## src/arpc_pkg.sv

```systemverilog
`timescale 1ns / 1ps
`default_nettype none

package arpc_pkg;

    // Table depth default
    localparam int DEF_TABLE_ENTRIES = 16;

    // APB address width and register bit (64-bit registers at 8*i)
    localparam int APB_ADDR_W = 4;
    localparam int APB_DATA_W = 64;
    localparam int REG_SEL_BIT = 3;
    localparam logic REG_OWN_IP  = 1'b0;
    localparam logic REG_OWN_MAC = 1'b1;

    // Action codes
    localparam logic [2:0] ACT_RESOLVE = 3'd0;
    localparam logic [2:0] ACT_FRAME   = 3'd1;
    localparam logic [2:0] ACT_GSEND   = 3'd2;
    localparam logic [2:0] ACT_GRECV   = 3'd3;
    localparam logic [2:0] ACT_DELETE  = 3'd4;
    localparam logic [2:0] ACT_CLEAR   = 3'd5;

    // Received ARP opcodes
    localparam logic [15:0] OPC_REQUEST = 16'd1;
    localparam logic [15:0] OPC_REPLY   = 16'd2;

    // Emitted frame opcodes
    localparam logic [1:0] OUT_OP_NONE    = 2'd0;
    localparam logic [1:0] OUT_OP_REQUEST = 2'd1;
    localparam logic [1:0] OUT_OP_REPLY   = 2'd2;

    // Status codes
    localparam logic [2:0] STS_DONE    = 3'd0;
    localparam logic [2:0] STS_HIT     = 3'd1;
    localparam logic [2:0] STS_PENDING = 3'd2;
    localparam logic [2:0] STS_FULL    = 3'd3;
    localparam logic [2:0] STS_IGNORED = 3'd4;

    localparam logic [47:0] BCAST_MAC = {6{8'hff}};

    // Sequencer states
    typedef enum logic [1:0] {
        ST_IDLE,
        ST_SCAN,
        ST_DRAIN,
        ST_DECIDE
    } seq_state_t;

    // Table write controls
    typedef struct packed {
        logic we;
        logic set_valid;
        logic clr_valid;
        logic clr_all;
    } tbl_wr_t;

    // One result item
    typedef struct packed {
        logic        emit_frame;
        logic [2:0]  status;
        logic [1:0]  out_opcode;
        logic [47:0] out_sender_mac;
        logic [31:0] out_sender_ip;
        logic [47:0] out_target_mac;
        logic [31:0] out_target_ip;
        logic [47:0] resolved_mac;
    } arpc_res_t;

endpackage

`default_nettype wire

```

## src/arpc_table.sv

```systemverilog
`timescale 1ns / 1ps
`default_nettype none

module arpc_table #(
    parameter int TABLE_ENTRIES = arpc_pkg::DEF_TABLE_ENTRIES,
    localparam int IW = $clog2(TABLE_ENTRIES)
) (
    input  wire logic             clk,
    input  wire logic             rst_n,
    // read port, data in the cycle after the address
    input  wire logic [IW-1:0]    rd_addr,
    output logic                  rd_valid,
    output logic [31:0]           rd_ip,
    output logic [47:0]           rd_mac,
    output logic                  rd_complete,
    // write port
    input  wire arpc_pkg::tbl_wr_t wr_ctrl,
    input  wire logic [IW-1:0]    wr_addr,
    input  wire logic [31:0]      wr_ip,
    input  wire logic [47:0]      wr_mac,
    input  wire logic             wr_complete
);
    import arpc_pkg::*;

    localparam int MW = 32 + 48 + 1;

    logic [MW-1:0]            mem [TABLE_ENTRIES];
    logic [MW-1:0]            rd_data_reg;
    logic [TABLE_ENTRIES-1:0] valid_reg;
    logic                     rd_valid_reg;

    // Entry storage: one write, one registered read
    always_ff @(posedge clk)
    begin
        if (wr_ctrl.we)
        begin
            mem[wr_addr] <= {wr_ip, wr_mac, wr_complete};
        end
        rd_data_reg <= mem[rd_addr];
    end

    // Valid bits in flops, cleared by reset or clear-all, set or cleared per entry
    always_ff @(posedge clk or negedge rst_n)
    begin
        if (!rst_n)
        begin
            valid_reg    <= '0;
            rd_valid_reg <= 1'b0;
        end
        else
        begin
            rd_valid_reg <= valid_reg[rd_addr];
            if (wr_ctrl.clr_all)
            begin
                valid_reg <= '0;
            end
            else if (wr_ctrl.set_valid)
            begin
                valid_reg[wr_addr] <= 1'b1;
            end
            else if (wr_ctrl.clr_valid)
            begin
                valid_reg[wr_addr] <= 1'b0;
            end
        end
    end

    assign rd_valid    = rd_valid_reg;
    assign rd_ip       = rd_data_reg[MW-1 -: 32];
    assign rd_mac      = rd_data_reg[48:1];
    assign rd_complete = rd_data_reg[0];

endmodule

`default_nettype wire

```

## src/arpc_seq.sv

```systemverilog
`timescale 1ns / 1ps
`default_nettype none

module arpc_seq #(
    parameter int TABLE_ENTRIES = arpc_pkg::DEF_TABLE_ENTRIES,
    localparam int IW = $clog2(TABLE_ENTRIES)
) (
    input  wire logic               clk,
    input  wire logic               rst_n,
    // input item
    input  wire logic               in_valid,
    output logic                    in_ready,
    input  wire logic [2:0]         action,
    input  wire logic [15:0]        frame_opcode,
    input  wire logic [47:0]        sender_mac,
    input  wire logic [31:0]        sender_ip,
    input  wire logic [31:0]        target_ip,
    // station addresses
    input  wire logic [31:0]        own_ip,
    input  wire logic [47:0]        own_mac,
    // table access
    output logic [IW-1:0]           rd_addr,
    input  wire logic               rd_valid,
    input  wire logic [31:0]        rd_ip,
    input  wire logic [47:0]        rd_mac,
    input  wire logic               rd_complete,
    output arpc_pkg::tbl_wr_t       wr_ctrl,
    output logic [IW-1:0]           wr_addr,
    output logic [31:0]             wr_ip,
    output logic [47:0]             wr_mac,
    output logic                    wr_complete,
    // result hand-off
    input  wire logic               slot_free,
    output logic                    push,
    output arpc_pkg::arpc_res_t     res
);
    import arpc_pkg::*;

    localparam logic [IW-1:0] LAST_IDX = IW'(TABLE_ENTRIES - 1);

    seq_state_t  state_reg, state_next;
    logic [IW-1:0] cnt_reg;
    logic        cmp_vld_reg;
    logic [IW-1:0] cmp_idx_reg;
    logic [2:0]  act_reg;
    logic [15:0] opc_reg;
    logic [47:0] smac_reg;
    logic [31:0] sip_reg;
    logic [31:0] tip_reg;
    logic        hit_found_reg;
    logic [IW-1:0] hit_idx_reg;
    logic [47:0] hit_mac_reg;
    logic        hit_cmp_reg;
    logic        free_found_reg;
    logic [IW-1:0] free_idx_reg;

    logic        accept;
    logic        need_scan;
    logic [31:0] key;
    logic        key_match;
    tbl_wr_t     wr_dec;

    assign accept = in_valid && in_ready;

    // Only lookups and inserts walk the table
    always_comb
    begin
        need_scan = 1'b0;
        case (action)
            ACT_RESOLVE, ACT_GRECV, ACT_DELETE: need_scan = 1'b1;
            ACT_FRAME:                          need_scan = (frame_opcode == OPC_REPLY);
            default:                            need_scan = 1'b0;
        endcase
    end

    // Lookup key: target IP for resolve and delete, sender IP otherwise
    assign key = (act_reg == ACT_RESOLVE || act_reg == ACT_DELETE) ? tip_reg : sip_reg;

    // Shared compare unit, one entry per cycle
    assign key_match = rd_valid && (rd_ip == key);

    // Next state
    always_comb
    begin
        state_next = state_reg;
        case (state_reg)
            ST_IDLE:
            begin
                if (accept)
                begin
                    state_next = need_scan ? ST_SCAN : ST_DECIDE;
                end
            end
            ST_SCAN:
            begin
                if (cnt_reg == LAST_IDX)
                begin
                    state_next = ST_DRAIN;
                end
            end
            ST_DRAIN:  state_next = ST_DECIDE;
            ST_DECIDE:
            begin
                if (slot_free)
                begin
                    state_next = ST_IDLE;
                end
            end
            default:   state_next = ST_IDLE;
        endcase
    end

    // Handshake and table controls
    always_comb
    begin
        in_ready = 1'b0;
        push     = 1'b0;
        case (state_reg)
            ST_IDLE:   in_ready = 1'b1;
            ST_DECIDE: push     = slot_free;
            default:
            begin
                in_ready = 1'b0;
                push     = 1'b0;
            end
        endcase
        rd_addr = cnt_reg;
        wr_ctrl = push ? wr_dec : '0;
    end

    // Decision on the action and the scan outcome
    always_comb
    begin
        res         = '0;
        res.status  = STS_DONE;
        wr_dec      = '0;
        wr_addr     = hit_idx_reg;
        wr_ip       = key;
        wr_mac      = smac_reg;
        wr_complete = 1'b1;
        case (act_reg)
            ACT_RESOLVE:
            begin
                if (hit_found_reg)
                begin
                    if (hit_cmp_reg)
                    begin
                        res.status       = STS_HIT;
                        res.resolved_mac = hit_mac_reg;
                    end
                    else
                    begin
                        res.status = STS_PENDING;
                    end
                end
                else if (free_found_reg)
                begin
                    wr_dec.we          = 1'b1;
                    wr_dec.set_valid   = 1'b1;
                    wr_addr            = free_idx_reg;
                    wr_mac             = BCAST_MAC;
                    wr_complete        = 1'b0;
                    res.emit_frame     = 1'b1;
                    res.out_opcode     = OUT_OP_REQUEST;
                    res.out_sender_mac = own_mac;
                    res.out_sender_ip  = sip_reg;
                    res.out_target_mac = BCAST_MAC;
                    res.out_target_ip  = tip_reg;
                end
                else
                begin
                    res.status = STS_FULL;
                end
            end
            ACT_FRAME:
            begin
                if (opc_reg == OPC_REQUEST)
                begin
                    if (tip_reg == own_ip)
                    begin
                        res.emit_frame     = 1'b1;
                        res.out_opcode     = OUT_OP_REPLY;
                        res.out_sender_mac = own_mac;
                        res.out_sender_ip  = own_ip;
                        res.out_target_mac = smac_reg;
                        res.out_target_ip  = sip_reg;
                    end
                    else
                    begin
                        res.status = STS_IGNORED;
                    end
                end
                else if (opc_reg == OPC_REPLY && hit_found_reg)
                begin
                    wr_dec.we = 1'b1;
                end
                else
                begin
                    res.status = STS_IGNORED;
                end
            end
            ACT_GSEND:
            begin
                res.emit_frame     = 1'b1;
                res.out_opcode     = OUT_OP_REQUEST;
                res.out_sender_mac = own_mac;
                res.out_sender_ip  = own_ip;
                res.out_target_mac = BCAST_MAC;
                res.out_target_ip  = own_ip;
            end
            ACT_GRECV:
            begin
                if (hit_found_reg)
                begin
                    wr_dec.we = 1'b1;
                end
                else if (free_found_reg)
                begin
                    wr_dec.we        = 1'b1;
                    wr_dec.set_valid = 1'b1;
                    wr_addr          = free_idx_reg;
                end
                else
                begin
                    res.status = STS_FULL;
                end
            end
            ACT_DELETE:
            begin
                wr_dec.clr_valid = hit_found_reg;
            end
            ACT_CLEAR:
            begin
                wr_dec.clr_all = 1'b1;
            end
            default:
            begin
                res.status = STS_IGNORED;
            end
        endcase
    end

    // Control registers
    always_ff @(posedge clk or negedge rst_n)
    begin
        if (!rst_n)
        begin
            state_reg      <= ST_IDLE;
            cnt_reg        <= '0;
            cmp_vld_reg    <= 1'b0;
            hit_found_reg  <= 1'b0;
            free_found_reg <= 1'b0;
        end
        else
        begin
            state_reg   <= state_next;
            cmp_vld_reg <= (state_reg == ST_SCAN);
            if (accept)
            begin
                cnt_reg        <= '0;
                hit_found_reg  <= 1'b0;
                free_found_reg <= 1'b0;
            end
            else
            begin
                if (state_reg == ST_SCAN)
                begin
                    cnt_reg <= cnt_reg + 1'b1;
                end
                if (cmp_vld_reg && key_match && !hit_found_reg)
                begin
                    hit_found_reg <= 1'b1;
                end
                if (cmp_vld_reg && !rd_valid && !free_found_reg)
                begin
                    free_found_reg <= 1'b1;
                end
            end
        end
    end

    // Item and scan payload
    always_ff @(posedge clk)
    begin
        cmp_idx_reg <= cnt_reg;
        if (accept)
        begin
            act_reg  <= action;
            opc_reg  <= frame_opcode;
            smac_reg <= sender_mac;
            sip_reg  <= sender_ip;
            tip_reg  <= target_ip;
        end
        if (cmp_vld_reg && key_match && !hit_found_reg)
        begin
            hit_idx_reg <= cmp_idx_reg;
            hit_mac_reg <= rd_mac;
            hit_cmp_reg <= rd_complete;
        end
        if (cmp_vld_reg && !rd_valid && !free_found_reg)
        begin
            free_idx_reg <= cmp_idx_reg;
        end
    end

    // Checks
    a_accept_busy: assert property (@(posedge clk) disable iff (!rst_n)
        accept |=> (state_reg != ST_IDLE))
        else $error("sequencer idle after taking an item");

    a_push_free: assert property (@(posedge clk) disable iff (!rst_n)
        push |-> slot_free)
        else $error("result pushed into a full output slot");

    a_cmp_in_scan: assert property (@(posedge clk) disable iff (!rst_n)
        cmp_vld_reg |-> (state_reg == ST_SCAN || state_reg == ST_DRAIN))
        else $error("compare outside of a table scan");

    a_insert_on_miss: assert property (@(posedge clk) disable iff (!rst_n)
        wr_ctrl.set_valid |-> (!hit_found_reg && free_found_reg))
        else $error("new entry inserted although key is present or table full");

endmodule

`default_nettype wire

```

## src/arp_cache_responder.sv

```systemverilog
`timescale 1ns / 1ps
`default_nettype none

// ARP cache and responder. Each input item is one action: resolve, received
// frame, gratuitous send, gratuitous receive, delete or clear all; each gives
// exactly one result item, which may carry an ARP frame to send. Actions that
// search the cache (resolve, reply frames, gratuitous receive, delete) walk
// the entry memory one entry per cycle through a single comparator, then pass
// a drain step before the decide step in which the result register loads;
// the other actions go from acceptance straight to the decide step. A new
// item is taken only after the sequencer has returned to idle.
// A result still waiting in the output register holds the sequencer in its
// last step; the block takes the next item while the previous result waits.
// own_ip is at APB address 0x0 and own_mac at 0x8, on a 64-bit data bus.
// No clearing pass is needed after reset.
module arp_cache_responder #(
    parameter int TABLE_ENTRIES = arpc_pkg::DEF_TABLE_ENTRIES
) (
    input  wire logic        clk,
    input  wire logic        rst_n,
    // configuration
    input  wire logic        psel,
    input  wire logic        penable,
    input  wire logic        pwrite,
    input  wire logic [arpc_pkg::APB_ADDR_W-1:0] paddr,
    input  wire logic [arpc_pkg::APB_DATA_W-1:0] pwdata,
    output logic [arpc_pkg::APB_DATA_W-1:0]      prdata,
    output logic             pready,
    // input items
    input  wire logic        in_valid,
    output logic             in_ready,
    input  wire logic [2:0]  action,
    input  wire logic [15:0] frame_opcode,
    input  wire logic [47:0] sender_mac,
    input  wire logic [31:0] sender_ip,
    input  wire logic [31:0] target_ip,
    // result items
    output logic             out_valid,
    input  wire logic        out_ready,
    output logic             emit_frame,
    output logic [2:0]       status,
    output logic [1:0]       out_opcode,
    output logic [47:0]      out_sender_mac,
    output logic [31:0]      out_sender_ip,
    output logic [47:0]      out_target_mac,
    output logic [31:0]      out_target_ip,
    output logic [47:0]      resolved_mac
);
    import arpc_pkg::*;

    localparam int IW = $clog2(TABLE_ENTRIES);

    logic [31:0]   own_ip_reg;
    logic [47:0]   own_mac_reg;
    logic          out_valid_reg;
    arpc_res_t     res_reg;

    logic          cfg_wr;
    logic [IW-1:0] rd_addr;
    logic          rd_valid;
    logic [31:0]   rd_ip;
    logic [47:0]   rd_mac;
    logic          rd_complete;
    tbl_wr_t       wr_ctrl;
    logic [IW-1:0] wr_addr;
    logic [31:0]   wr_ip;
    logic [47:0]   wr_mac;
    logic          wr_complete;
    logic          slot_free;
    logic          push;
    arpc_res_t     res;

    // Configuration registers
    assign pready = 1'b1;
    assign cfg_wr = psel && penable && pwrite;

    always_ff @(posedge clk or negedge rst_n)
    begin
        if (!rst_n)
        begin
            own_ip_reg  <= '0;
            own_mac_reg <= '0;
        end
        else if (cfg_wr)
        begin
            if (paddr[REG_SEL_BIT] == REG_OWN_MAC)
            begin
                own_mac_reg <= pwdata[47:0];
            end
            else
            begin
                own_ip_reg <= pwdata[31:0];
            end
        end
    end

    always_comb
    begin
        if (paddr[REG_SEL_BIT] == REG_OWN_MAC)
        begin
            prdata = {16'd0, own_mac_reg};
        end
        else
        begin
            prdata = {32'd0, own_ip_reg};
        end
    end

    // Cache storage
    arpc_table #(
        .TABLE_ENTRIES (TABLE_ENTRIES)
    ) u_table (
        .clk         (clk),
        .rst_n       (rst_n),
        .rd_addr     (rd_addr),
        .rd_valid    (rd_valid),
        .rd_ip       (rd_ip),
        .rd_mac      (rd_mac),
        .rd_complete (rd_complete),
        .wr_ctrl     (wr_ctrl),
        .wr_addr     (wr_addr),
        .wr_ip       (wr_ip),
        .wr_mac      (wr_mac),
        .wr_complete (wr_complete)
    );

    // Scan sequencer and action decode
    arpc_seq #(
        .TABLE_ENTRIES (TABLE_ENTRIES)
    ) u_seq (
        .clk          (clk),
        .rst_n        (rst_n),
        .in_valid     (in_valid),
        .in_ready     (in_ready),
        .action       (action),
        .frame_opcode (frame_opcode),
        .sender_mac   (sender_mac),
        .sender_ip    (sender_ip),
        .target_ip    (target_ip),
        .own_ip       (own_ip_reg),
        .own_mac      (own_mac_reg),
        .rd_addr      (rd_addr),
        .rd_valid     (rd_valid),
        .rd_ip        (rd_ip),
        .rd_mac       (rd_mac),
        .rd_complete  (rd_complete),
        .wr_ctrl      (wr_ctrl),
        .wr_addr      (wr_addr),
        .wr_ip        (wr_ip),
        .wr_mac       (wr_mac),
        .wr_complete  (wr_complete),
        .slot_free    (slot_free),
        .push         (push),
        .res          (res)
    );

    // Output register
    assign slot_free = !out_valid_reg || out_ready;

    always_ff @(posedge clk or negedge rst_n)
    begin
        if (!rst_n)
        begin
            out_valid_reg <= 1'b0;
        end
        else if (push)
        begin
            out_valid_reg <= 1'b1;
        end
        else if (out_ready)
        begin
            out_valid_reg <= 1'b0;
        end
    end

    always_ff @(posedge clk)
    begin
        if (push)
        begin
            res_reg <= res;
        end
    end

    assign out_valid      = out_valid_reg;
    assign emit_frame     = res_reg.emit_frame;
    assign status         = res_reg.status;
    assign out_opcode     = res_reg.out_opcode;
    assign out_sender_mac = res_reg.out_sender_mac;
    assign out_sender_ip  = res_reg.out_sender_ip;
    assign out_target_mac = res_reg.out_target_mac;
    assign out_target_ip  = res_reg.out_target_ip;
    assign resolved_mac   = res_reg.resolved_mac;

endmodule

`default_nettype wire

```

## config.mk

```make
export PLATFORM = sky130hd
export DESIGN_NAME = arp_cache_responder
export DESIGN_NICKNAME = d
export VERILOG_FILES = /design/src/arpc_pkg.sv /design/src/arpc_table.sv /design/src/arpc_seq.sv /design/src/arp_cache_responder.sv
export SDC_FILE = /design/constraint.sdc
export NUM_CORES = 2
export LEC_CHECK = 0
export ABC_CLOCK_PERIOD_IN_PS = 22100
export BUFFER_PORTS_ARGS = -buffer_cell sky130_fd_sc_hd__buf_2
export CORE_MARGIN = 2
export CORE_UTILIZATION = 63
export DETAILED_ROUTE_END_ITERATION = 7
export GPL_TIMING_DRIVEN = 0
export MAX_ROUTING_LAYER = met4
export PLACE_DENSITY = 0.93
export SYNTH_ARGS = -nofsm -noshare
export SYNTH_HDL_FRONTEND = slang
export SYNTH_SLANG_ARGS = --single-unit
```

## constraint.sdc

```tcl
create_clock -name clk -period 22.1 [get_ports clk]
set_input_delay 2.21 -clock clk [delete_from_list [all_inputs] [get_ports clk]]
set_output_delay 2.21 -clock clk [all_outputs]
set_load 0.01 [all_outputs]
```

Yosys cells after proc, flatten, opt, wreduce, memory -nomap -nowiden
Memories as Yosys holds them, arrays and structs flattened. A register that Yosys moved wholly into a read port is not among the register bits.
Cells that the tools add are included.
{"block": "totals", "reg_bits": 513, "latchBits": 0, "ramBits": 1296, "rom_bits": 0, "in_bits": 206, "memories": 1}
{"name": "u_table.mem", "words": 16, "width": 81, "read_ports": 1, "rd_ports_with_merged_regs": 1, "wr": 1, "line": "arpc_table.sv:27", "source": "logic [MW-1:0] mem [TABLE_ENTRIES];"}
{"block": "classes", "addsub": 1, "mul": 0, "div_mod_pow": 0, "magnitude_cmp": 3, "eq_ne": 20, "shift": 0, "mux": 65, "n_bitwise": 4, "reduce_logical": 31}
{"op": "162-bit one-hot mux with 3 select lines", "count": 1}
{"op": "162-bit 2-to-1 mux", "count": 2}
{"op": "161-bit 2-to-1 mux", "count": 2}
{"op": "48-bit 2-to-1 mux", "count": 4}
{"op": "32-bit == test", "count": 2}
{"op": "16-bit 2-to-1 mux", "count": 3}
{"op": "16-bit by 2-bit == test with 1-bit output (second input constant)", "count": 2}
{"op": "32-bit 2-to-1 mux", "count": 1}
{"op": "1-bit 2-to-1 mux", "count": 25}
{"op": "4-bit 2-to-1 mux", "count": 6}
{"op": "16-bit bitwise AND", "count": 1}
{"op": "16-bit by 1-bit == test with 1-bit output (second input constant)", "count": 1}
{"op": "2-bit 2-to-1 mux", "count": 8}
{"op": "16-bit inverter", "count": 1}
{"op": "16-bit bitwise OR", "count": 1}
{"op": "3-bit 2-to-1 mux", "count": 5}
{"op": "3-bit one-hot mux with 4 select lines", "count": 1}
{"op": "1-bit logical AND", "count": 10}
{"op": "4-bit by 5-bit < comparator with 1-bit output (second input constant)", "count": 2}
{"op": "3-bit by 2-bit == test with 1-bit output (second input constant)", "count": 3}
{"op": "3-bit == test (second input constant)", "count": 3}
{"op": "2-bit one-hot mux with 4 select lines", "count": 1}
{"op": "2-bit nonzero test", "count": 4}
{"op": "3-bit by 1-bit == test with 1-bit output (second input constant)", "count": 2}
{"op": "20 further kinds", "count": 33}

Depth between registers and ports, before layout
{"block": "logic_depth", "depth_word": 12, "ltp_mapped": 10}

Modules after synthesis
Synthesis repeated with hierarchy kept, for this count alone.
{"block": "unflattened", "hier_cells": 3545, "hier_area_um2": 71382.2}
{"module": "arpc_table", "n_inst": 1, "cells_each": 2183, "area_per_inst_um2": 51057.7}
{"module": "arpc_seq", "n_inst": 1, "cells_each": 903, "area_per_inst_um2": 10271.1}
{"module": "arp_cache_responder", "n_inst": 1, "cells_each": 459, "area_per_inst_um2": 10053.4}

Least setup slack after synthesis
Ideal clock, no wire load.
{"block": "synth_path", "kind": "input -> register", "from": "input out_ready", "to": "register u_table.valid_reg[10]", "setup_time_ns": 0.143, "arrival_ns": 7.924, "required_ns": 21.957, "path_slack_ns": 14.033, "cell_stages": 7, "cell_sequence": "nand2b_1 nand2_1 inv_1 nand2_1 nor3b_1 clkbuf_1 a311oi_1"}
{"block": "synth_via", "elab_chain_cells": 5, "word_cells_on_any_way": 6}
{"item": "start: declaration", "line": "arp_cache_responder.sv:39", "source": "input wire logic out_ready,"}
{"item": "1-bit logical OR (*)", "line": "arp_cache_responder.sv:158", "source": "assign slot_free = !out_valid_reg || out_ready;"}
{"item": "1-bit 2-to-1 mux (*)", "line": "arpc_seq.sv:118", "source": "case (state_reg)"}
{"item": "net push", "line": "arp_cache_responder.sv:70", "source": "logic push;"}
{"item": "4-bit 2-to-1 mux (*)", "line": "arpc_seq.sv:128", "source": "wr_ctrl = push ? wr_dec : '0;"}
{"item": "16-bit 2-to-1 mux", "line": "arpc_table.sv:57", "source": "else if (wr_ctrl.set_valid)"}
{"item": "16-bit 2-to-1 mux", "line": "arpc_table.sv:53", "source": "if (wr_ctrl.clr_all)"}
{"item": "end signal: assignment", "line": "arpc_table.sv:55", "source": "valid_reg <= '0;"}
{"item": "end signal: indexed assignment", "line": "arpc_table.sv:59", "source": "valid_reg[wr_addr] <= 1'b1;"}
{"item": "end signal: indexed assignment", "line": "arpc_table.sv:63", "source": "valid_reg[wr_addr] <= 1'b0;"}
{"item": "end: declaration", "line": "arpc_table.sv:29", "source": "logic [TABLE_ENTRIES-1:0] valid_reg;"}
Mark *: on every way through the listed nets, which the timed path passes. The rest lies on a longest branch.
A chain may end at the register's enable or synchronous reset.

Final worst setup path
{"block": "layout_path", "from": "input paddr[3] (netlist name)", "to": "output prdata[31] (netlist name)"}
{"block": "layout_via", "elab_chain_cells": 1}
{"item": "start: declaration", "line": "arp_cache_responder.sv:25", "source": "input wire logic [arpc_pkg::APB_ADDR_W-1:0] paddr,"}
{"item": "48-bit 2-to-1 mux", "line": "arp_cache_responder.sv:99", "source": "if (paddr[REG_SEL_BIT] == REG_OWN_MAC)"}
{"item": "end: declaration", "line": "arp_cache_responder.sv:27", "source": "output logic [arpc_pkg::APB_DATA_W-1:0] prdata,"}
No other way between the ends.

==> impl_metrics.csv <==
group,metric,value,unit
outcome,status,"completed",
route,wl,225000,um
timing,fin_crit_sh,27.5,%
placed_design,io_buffers,450,
worst_setup_path,max_stage_delay,0.58,ns
worst_hold_path,hold_class,"flop to flop",
floorplanning,row_count,123,
yosys,async_flop_share,5.66,%
finish,largest_reg_flops,1296,
worst_setup_path,rr_worst_depth,10,
pwr,power.density,122,mW/mm^2
placed_design,dpl_cell_area,0.0772,mm^2
yosys,ys_types,63,
pwr,vdd_ir_drop_max,0.105,mV
worst_setup_path,crit_path_frequent_cell,"buf_2",
pwr,p_leak,0.0285,uW
yosys,seq_area_frac_synth,77.5,%
yosys,synth_edf_count,1698,
cts,cts_tree,"done",
worst_setup_path,crit_arrival,3.88,ns
grt,grt_max_degree,122,
worst_setup_path,cp_slowest_cell,"buf_1",
grt,grt_pass1_wl,312000,um
timing,relSlewSlack,5.26,%
grt,grt_usage,40.3,%
route,vias,40733,
timing,finalSetupViolCount,0,
timing,fin_tns_setup,0,ns
finish,layout_commonest_cell,"edfxtp_1",
worst_setup_path,cp_cell_sequence,"buf_2, buf_1, clkbuf_1, mux2_2, buf_2",
cts,clockRootBuffer,"clkbuf_16",
worst_setup_path,critical-path-top-delay-family,"buffers and inverters",
timing,fin_skew,0.0589,ns
floorplanning,die_h,341,um
timing,min_period,6.09,ns
grt,grt_pass1_vias,40915,
timing,hold_ws,0.405,ns
route,first_pass_iters,8,
grt,antenna_found_initial,21,
floorplanning,coreArea,0.112,mm^2
yosys,syn-mean-instance-area,21.3,um^2
cts,clk_latency,0.81,ns
timing,hold_viol_final,0,
worst_setup_path,start_kind,"primary input",
yosys,synthCells,3353,
placed_design,dp.cells,5391,
placed_design,place.gp.congestion,0.926,
timing,fmax,0.164,GHz
timing,slew_viol_final,0,
grt,grt.overflow.total,0,
route,ant_nets,0,
timing,worst_slew_pin_slew,1.42,ns
finish,layout_common_cells,"1698 x edfxtp_1, 495 x buf_2, 410 x mux4_2",
cts,postCtsSetupBuffers,0,
yosys,mappedNetlistArea,0.0715,mm^2
worst_setup_path,cp.required,19.89,ns
worst_hold_path,whs_path_depth,0,
placed_design,dp_hpwl,136000,um
route,drc,0,
placed_design,post-place-ws,15.97,ns
finish,finish.instance_area,0.0834,mm^2
worst_setup_path,worstSetupPathType,"primary input to output pin",
yosys,dominantRegCellSynth,"edfxtp_1",
timing,setup_ws,16.01,ns
cts,clk_pin_slew_worst_paths,0.06,ns
worst_setup_path,crit_buf_inv,4,
run,drv_cap,0,
route,first_iter_violations,6775,
finish,n_fill_cell,5786,
finish,synthToLayoutAreaGrowth,16.8,%
cts,htreeDepth,4,
worst_setup_path,cp-end-kind,"output pin",
worst_setup_path,path_max_fanout,10,
yosys,synth_warnings,0,
worst_setup_path,path_depth,5,
finish,final_nets,4286,
route,wire_per_inst,39.2,um
floorplanning,io_pins,487,
floorplanning,initial_utilization,63.5,%
cts,cts_max_path_buffers,3,
yosys,synth_seq_cells,1890,
cts,ctsResizeCount,0,
route,routed_via_density,7.09,
finish,final_layout_size_suffix_gt1_share,34.0,%
floorplanning,die_x,341,um
timing,rsz0062_at_grt,"false",
cts,cts.sinks,1890,
floorplanning,dieArea,0.116,mm^2
finish,final_cells,5747,
cts,cts-buffers-inserted,179,
cts,cts_hold_buf,0,
final timing paths:
| path | start | slack, ns | endpoint |
|---|---|---|---|
| min in group asynchronous | rst_n | 1.26 | own_ip_reg[8] |
| hold / removal | u_table.rd_data_reg[9] | 0.40 | u_seq.hit_mac_reg[8] |
| max in group asynchronous | rst_n | 20.05 | u_seq.rd_addr[2] |
| setup / recovery | paddr[3] | 16.01 | prdata[31] |
| setup reg to reg | u_seq.opc_reg[13] | 17.31 | u_table.mem[6][11] |
| hold reg to reg | u_table.rd_data_reg[9] | 0.40 | u_seq.hit_mac_reg[8] |
area by class of cell:
type	instances	area, um^2	area share, %
multi-input cells	1260	15300	18.4
well taps	1500	1880	2.25
diodes	14	35.0	0.0420
clock buffers	242	4980	5.97
clock inverters	97	1190	1.42
plain buffers	192	871	1.04
repair buffers	526	3710	4.44
inverters	26	105	0.126
flip-flops and latches	1890	55400	66.4
stage by stage:
stage | util (%) | power, uW
6_report | 74.2 | 10200
5_1_grt | 74.2 | 10400
3_3_place_gp | 67.2 | 6770
3_5_place_dp | 68.6 | 6870
2_1_floorplan | - | 6010
4_1_cts | 74.1 | 10200
per-layer routing:
metal | up-vias | global-route usage [%] | part of all wire, %
li1 | 15100 | - | -
met1 | 20325 | 45.9 | 30
met2 | 4254 | 65.0 | 50
met3 | 1054 | 8.24 | 11
met4 | 0 | 27.5 | 8.6
met5 | - | - | 0
worst reg2reg max path: stages, from the launching register on:
cell and delay [ns]:
edfxtp_1 0.38, nor4_1 0.37, nand4_1 0.36, nor3_1 0.42, o211ai_1 0.13, a211o_1 0.57
clkbuf_1 0.56, nor2_4 0.83, buf_12 0.32, buf_12 0.26, buf_12 0.25
kinds of logic (layout without fill, tap and decap cells):
family | Yosys count | after routing | share of synthesized area (%)
AO/OA/AOI/OAI | 216 | 216 | 2.25
XOR/XNOR | 62 | 62 | 0.760
adder cells (fa/ha/maj) | 5 | 5 | 0.0876
buffers and inverters | 218 | 1083 | 1.35
flip-flops | 1890 | 1890 | 77.5
multiplexers | 537 | 537 | 14.9
other | 2 | 31 | 0.0105
AND/OR/NAND/NOR | 423 | 423 | 3.13
report_power, final:
part | total (uW) | switching (uW) | internal, uW
registers | 4650 | 234 | 4420
logic | 2290 | 1370 | 917
clock network | 3270 | 1430 | 1840
total | 10200 | 3030 | 7180
cells in the mapped netlist, types with 17 or more instances:
master / instances / area, um^2
a21o_1: 48 / 360
mux2_2: 122 / 1370
clkbuf_1: 109 / 409
nand2_1: 131 / 492
nand2b_1: 57 / 357
dfxtp_1: 85 / 1700
a31oi_1: 18 / 113
nor2_1: 42 / 158
nor4_1: 19 / 119
a22oi_1: 36 / 270
buf_4: 17 / 128
buf_2: 46 / 230
mux4_2: 410 / 9230
and2_1: 117 / 732
o21ai_0: 22 / 110
dfrtp_1: 107 / 2680
edfxtp_1: 1698 / 51000
a22o_1: 33 / 289
xnor2_1: 17 / 149
xor2_1: 45 / 394
inv_1: 26 / 97.6
Power figures use the tool's default switching activity.
